===== src/rtl/bfla_pkg.sv =====
// ----------------------------------------------------------------------------
// bfla_pkg
// Shared constants, types and helpers for the block free list allocator.
// ----------------------------------------------------------------------------
`default_nettype none

package bfla_pkg;

  localparam int TOTAL_BLOCKS           = 1024;
  localparam int BLOCK_BYTES            = 512;
  localparam int MAX_BLOCKS_PER_REQUEST = 10;

  localparam int IDX_W   = $clog2(TOTAL_BLOCKS);         // ring index, block number
  localparam int CNT_W   = $clog2(TOTAL_BLOCKS + 1);     // free, used and fill counts
  localparam int BYTES_W = 16;
  localparam int NEED_W  = $clog2(((1 << BYTES_W) + BLOCK_BYTES - 1) / BLOCK_BYTES + 1);
  localparam int REM_W   = $clog2(MAX_BLOCKS_PER_REQUEST + 1);
  localparam int STAT_W  = 2;

  // Result status codes
  localparam logic [STAT_W-1:0] ST_GRANTED   = 2'd0;
  localparam logic [STAT_W-1:0] ST_DONE      = 2'd1;
  localparam logic [STAT_W-1:0] ST_TOO_LARGE = 2'd2;
  localparam logic [STAT_W-1:0] ST_NO_SPACE  = 2'd3;

  // Request kinds
  localparam logic KIND_ALLOC   = 1'b0;
  localparam logic KIND_RELEASE = 1'b1;

  // Controller to datapath commands
  typedef struct packed {
    logic load_item;    // capture the accepted request
    logic issue_read;   // start the first ring read at the head
    logic emit_single;  // load the one-result answer (release or refusal)
    logic emit_grant;   // load a granted block, pop and read ahead
  } ctrl_cmd_t;

  // Datapath to controller status
  typedef struct packed {
    logic grant_ok;     // allocate that will be served from the ring
    logic out_free;     // output register can take a result
    logic last_grant;   // one block still to hand out
  } dp_stat_t;

  function automatic logic [IDX_W-1:0] ring_next(input logic [IDX_W-1:0] pos);
    ring_next = (pos == IDX_W'(TOTAL_BLOCKS - 1)) ? '0 : pos + 1'b1;
  endfunction

endpackage

`default_nettype wire


===== src/rtl/bfla_ctrl.sv =====
// ----------------------------------------------------------------------------
// bfla_ctrl
// Request sequencer: accept, decide, then emit one or several results.
// ----------------------------------------------------------------------------
`default_nettype none

module bfla_ctrl (
  input  wire logic                 clk,
  input  wire logic                 rst,
  input  wire logic                 req_valid,
  output logic                      req_ready,
  input  wire bfla_pkg::dp_stat_t   stat,
  output bfla_pkg::ctrl_cmd_t       cmd
);

  import bfla_pkg::*;

  localparam logic [1:0] S_IDLE   = 2'd0;
  localparam logic [1:0] S_DECIDE = 2'd1;
  localparam logic [1:0] S_SINGLE = 2'd2;
  localparam logic [1:0] S_GRANT  = 2'd3;

  logic [1:0] state;
  logic [1:0] state_next;

  assign req_ready = (state == S_IDLE);

  always_comb begin
    state_next = state;
    cmd        = '0;
    unique case (state)
      S_IDLE: begin
        if (req_valid) begin
          cmd.load_item = 1'b1;
          state_next    = S_DECIDE;
        end
      end
      S_DECIDE: begin
        if (stat.grant_ok) begin
          cmd.issue_read = 1'b1;
          state_next     = S_GRANT;
        end else begin
          state_next = S_SINGLE;
        end
      end
      S_SINGLE: begin
        if (stat.out_free) begin
          cmd.emit_single = 1'b1;
          state_next      = S_IDLE;
        end
      end
      S_GRANT: begin
        if (stat.out_free) begin
          cmd.emit_grant = 1'b1;
          if (stat.last_grant) begin
            state_next = S_IDLE;
          end
        end
      end
      default: state_next = S_IDLE;
    endcase
  end

  always_ff @(posedge clk) begin
    if (rst) begin
      state <= S_IDLE;
    end else begin
      state <= state_next;
    end
  end

  // Grant phase is only entered from the decision or continues itself
  a_grant_entry: assert property (@(posedge clk) disable iff (rst)
    (state == S_GRANT) |-> ($past(state) == S_DECIDE || $past(state) == S_GRANT))
    else $error("grant phase entered without a decision");

endmodule

`default_nettype wire


===== config.mk =====
export PLATFORM = sky130hd
export DESIGN_NAME = bfla_ctrl
export DESIGN_NICKNAME = d
export VERILOG_FILES = /design/src/rtl/bfla_pkg.sv /design/src/rtl/bfla_ctrl.sv
export SDC_FILE = /design/constraint.sdc
export NUM_CORES = 1
export LEC_CHECK = 0
export ABC_AREA = 1
export ABC_CLOCK_PERIOD_IN_PS = 1420
export BUFFER_PORTS_ARGS = -buffer_cell sky130_fd_sc_hd__buf_2
export CORE_AREA = 4 4 41 43
export CTS_BUF_LIST = sky130_fd_sc_hd__clkbuf_8 sky130_fd_sc_hd__clkbuf_16
export DETAILED_ROUTE_END_ITERATION = 8
export DIE_AREA = 0 0 45 47
export PLACE_DENSITY = 0.31
export SLEW_MARGIN = 20
export SYNTH_ARGS = -nofsm -noshare
export SYNTH_HDL_FRONTEND = slang
export SYNTH_SLANG_ARGS = --single-unit

===== constraint.sdc =====
create_clock -name clk -period 1.42 [get_ports clk]
set_clock_uncertainty 0.15 [all_clocks]
set_input_delay 0.426 -clock clk [delete_from_list [all_inputs] [get_ports clk]]
set_output_delay 0.426 -clock clk [all_outputs]
set_load 0.01 [all_outputs]

==> impl_metrics.tcl <==
set metrics [dict create \
    crit_arrival_ns 0.89 \
    num-fill-cells 169 \
    drv_cap 0 \
    relSlewSlack 0.889 \
    antenna_found_initial 0 \
    finalSetupTns_ns -0.0883 \
    crit_family "flip-flops" \
    netlist.area_leader.share 0.283 \
    route.vias.total 205 \
    cts_tree "done" \
    wirelength_microns 489 \
    min_path_type "input port to register" \
    drv_slew 0 \
    violations "negative setup slack" \
    ys_top_cells_by_area "dfxtp_1, nor2_1, inv_1, nand2_1, nand3_1" \
    stdcell_count 59 \
    crit_fanout 4 \
    clock.fmax_ghz 0.681 \
    p_leak_nw 0.176 \
    tightest_slew_ns 0.166 \
    ys_ff_latch 2 \
    grt-ovfl-total 0 \
    diodes 0 \
    viasPerCell 3.47 \
    htreeDepth 1 \
    grt_pass1_wl_microns 807 \
    reg_top3 "state x2" \
    grt_max_degree 5 \
    clock_sinks 2 \
    root_buffer "clkbuf_8" \
    dp_slack_ns 0.00739 \
    crit_path_cell_trace "inv_2 > nand3_1 > inv_1 > buf_2" \
    largest_reg_flops 2 \
    route.detailed.drc 0 \
    top_register "state" \
    grtUsageTotal 0.0592 \
    yosysSeqAreaShare 0.283 \
    ys.warnings.count 0 \
    syn_to_final_growth_pct 115 \
    initial_utilization 0.109 \
    synth_area_per_cell_sq_um 5.44 \
    critPathMaxStageDelay_ns 0.32 \
    cp.buffers_inverters 3 \
    rsz0062_at_grt "true" \
    mappedNetlistNets 32 \
    gp_congestion 0.690 \
    drt-pass1-iter-count 4 \
    final_hold_viol_count 0 \
    clkTransAtPathRegs_ns 0.03 \
    power.density_mw_per_mm2 1990 \
    wl_per_cell_microns 8.29 \
    peakVddDrop_uv 484 \
    crit_path_end_kind "output pin" \
    synth_cell_types 8 \
    row_count 13 \
    drive_gt1_frac 0.591 \
    grt_pass1_vias 191 \
    postLayoutSetupSlackWorst_ns -0.0491 \
    dp_cells 53 \
    cts_buffers 3 \
    drt_iter0_markers 3 \
    status "complete, but fails checks" \
    fp.dieW_microns 45 \
    place_hpwl_microns 368 \
    port_buffers 10 \
    regToRegSetupSlack_ns 0.26 \
    core-area_sq_mm 0.00130 \
    setup_viol 2 \
    hold_slack_ns 0.303 \
    ant_nets 0 \
    critPathLaunchType "register" \
    period_minus_slack_ns 1.47 \
    die_h_microns 47 \
    critPathSlowestCell "dfxtp_2" \
    cp.required_ns 0.84 \
    power.total_mw 0.606 \
    syn_area_sq_um 141 \
    synth_cells 26 \
    io_pins 11 \
    holdBufCountCts 0 \
    nets 52 \
    clk-insertion-delay-late_ns 0.21 \
    die-area_sq_mm 0.00212 \
    synth_top_area_cell "dfxtp_1" \
    fin_crit_sh 1.03 \
    cts.path.max_buffers 2 \
    crit_type "register to output pin" \
]
-- per-stage QoR --
step / utilization / area [sq um]
finish: 0.234 / 304
global placement: 0.173 / 225
detailed placement: 0.173 / 225
floorplan: - / 141
global route: 0.234 / 304
CTS: 0.228 / 297
-- routing by layer --
| layer | track usage | wire [microns] | up-vias |
|---|---|---|---|
| met1 | 0.0726 | 211 | 77 |
| met2 | 0.0706 | 170 | 13 |
| met5 | 0 | 0 | - |
| met3 | 0.0230 | 85 | 3 |
| met4 | 0.0702 | 21 | 0 |
| li1 | - | - | 112 |
-- cell families (layout without fill, tap and decap cells) --
kind of cell	after synthesis	in the layout	synth area share
buffers and inverters	7	25	0.186
flip-flops	2	2	0.283
AND/OR/NAND/NOR	16	16	0.496
AO/OA/AOI/OAI	1	1	0.0354
-- layout by cell type, fill, tap and decap left out --
cell type,Yosys,routed
buf_2,0,10
buf_4,0,5
clkbuf_8,0,3
dfxtp_2,0,1
dfxtp_4,0,1
inv_1,5,5
inv_2,2,1
inv_4,0,1
nand2_1,5,3
nand2_2,0,2
nand3_1,3,3
nor2_1,7,6
nor2_2,0,1
nor3_2,1,1
o21ai_0,1,1
-- path summary, 6_finish.rpt --
kind / start / to / cells past startpoint
worst max-delay path: state[1] / cmd[2] / 4
worst min-delay path: rst / state[0] / 4
worst max register to register: state[1] / state[0] / 7
worst min register to register: state[1] / state[0] / 4
-- where the power goes --
group / leakage, nW / internal (mW) / total (mW) / switching [mW]
clock network: 0.0216 / 0.179 / 0.222 / 0.0433
logic: 0.137 / 0.136 / 0.271 / 0.135
registers: 0.0175 / 0.0862 / 0.113 / 0.0265
total: 0.176 / 0.401 / 0.606 / 0.205
-- repair_timing --
item                                   4_1_cts  5_1_grt
endpoints found under the hold margin        0        0
resized for setup                            4        3
setup endpoints to repair                    5        5
pin swaps                                    2        2
buffers inserted                             3        0
gates cloned                                 0        0
-- area by class of cell --
cell class | instances | area (sq um) | share of cell area
flip-flops and latches | 2 | 45.0 | 0.148
inverters | 7 | 28.8 | 0.0947
well taps | 15 | 18.8 | 0.0617
multi-input cells | 17 | 82.6 | 0.272
clock buffers | 3 | 41.3 | 0.136
repair buffers | 15 | 87.6 | 0.288
-- Yosys cell counts --
cell type  count
inv_1          5
nor2_1         7
o21ai_0        1
nand2_1        5
nand3_1        3
dfxtp_1        2
nor3_2         1
inv_2          2
-- worst reg2reg max path, delay by kind of cell, from the launching register on --
kind,cells,cell delay [ns]
AND/OR/NAND/NOR,4,0.27
buffers and inverters,3,0.34
flip-flops,1,0.32
(Power assumes the default switching activity.)
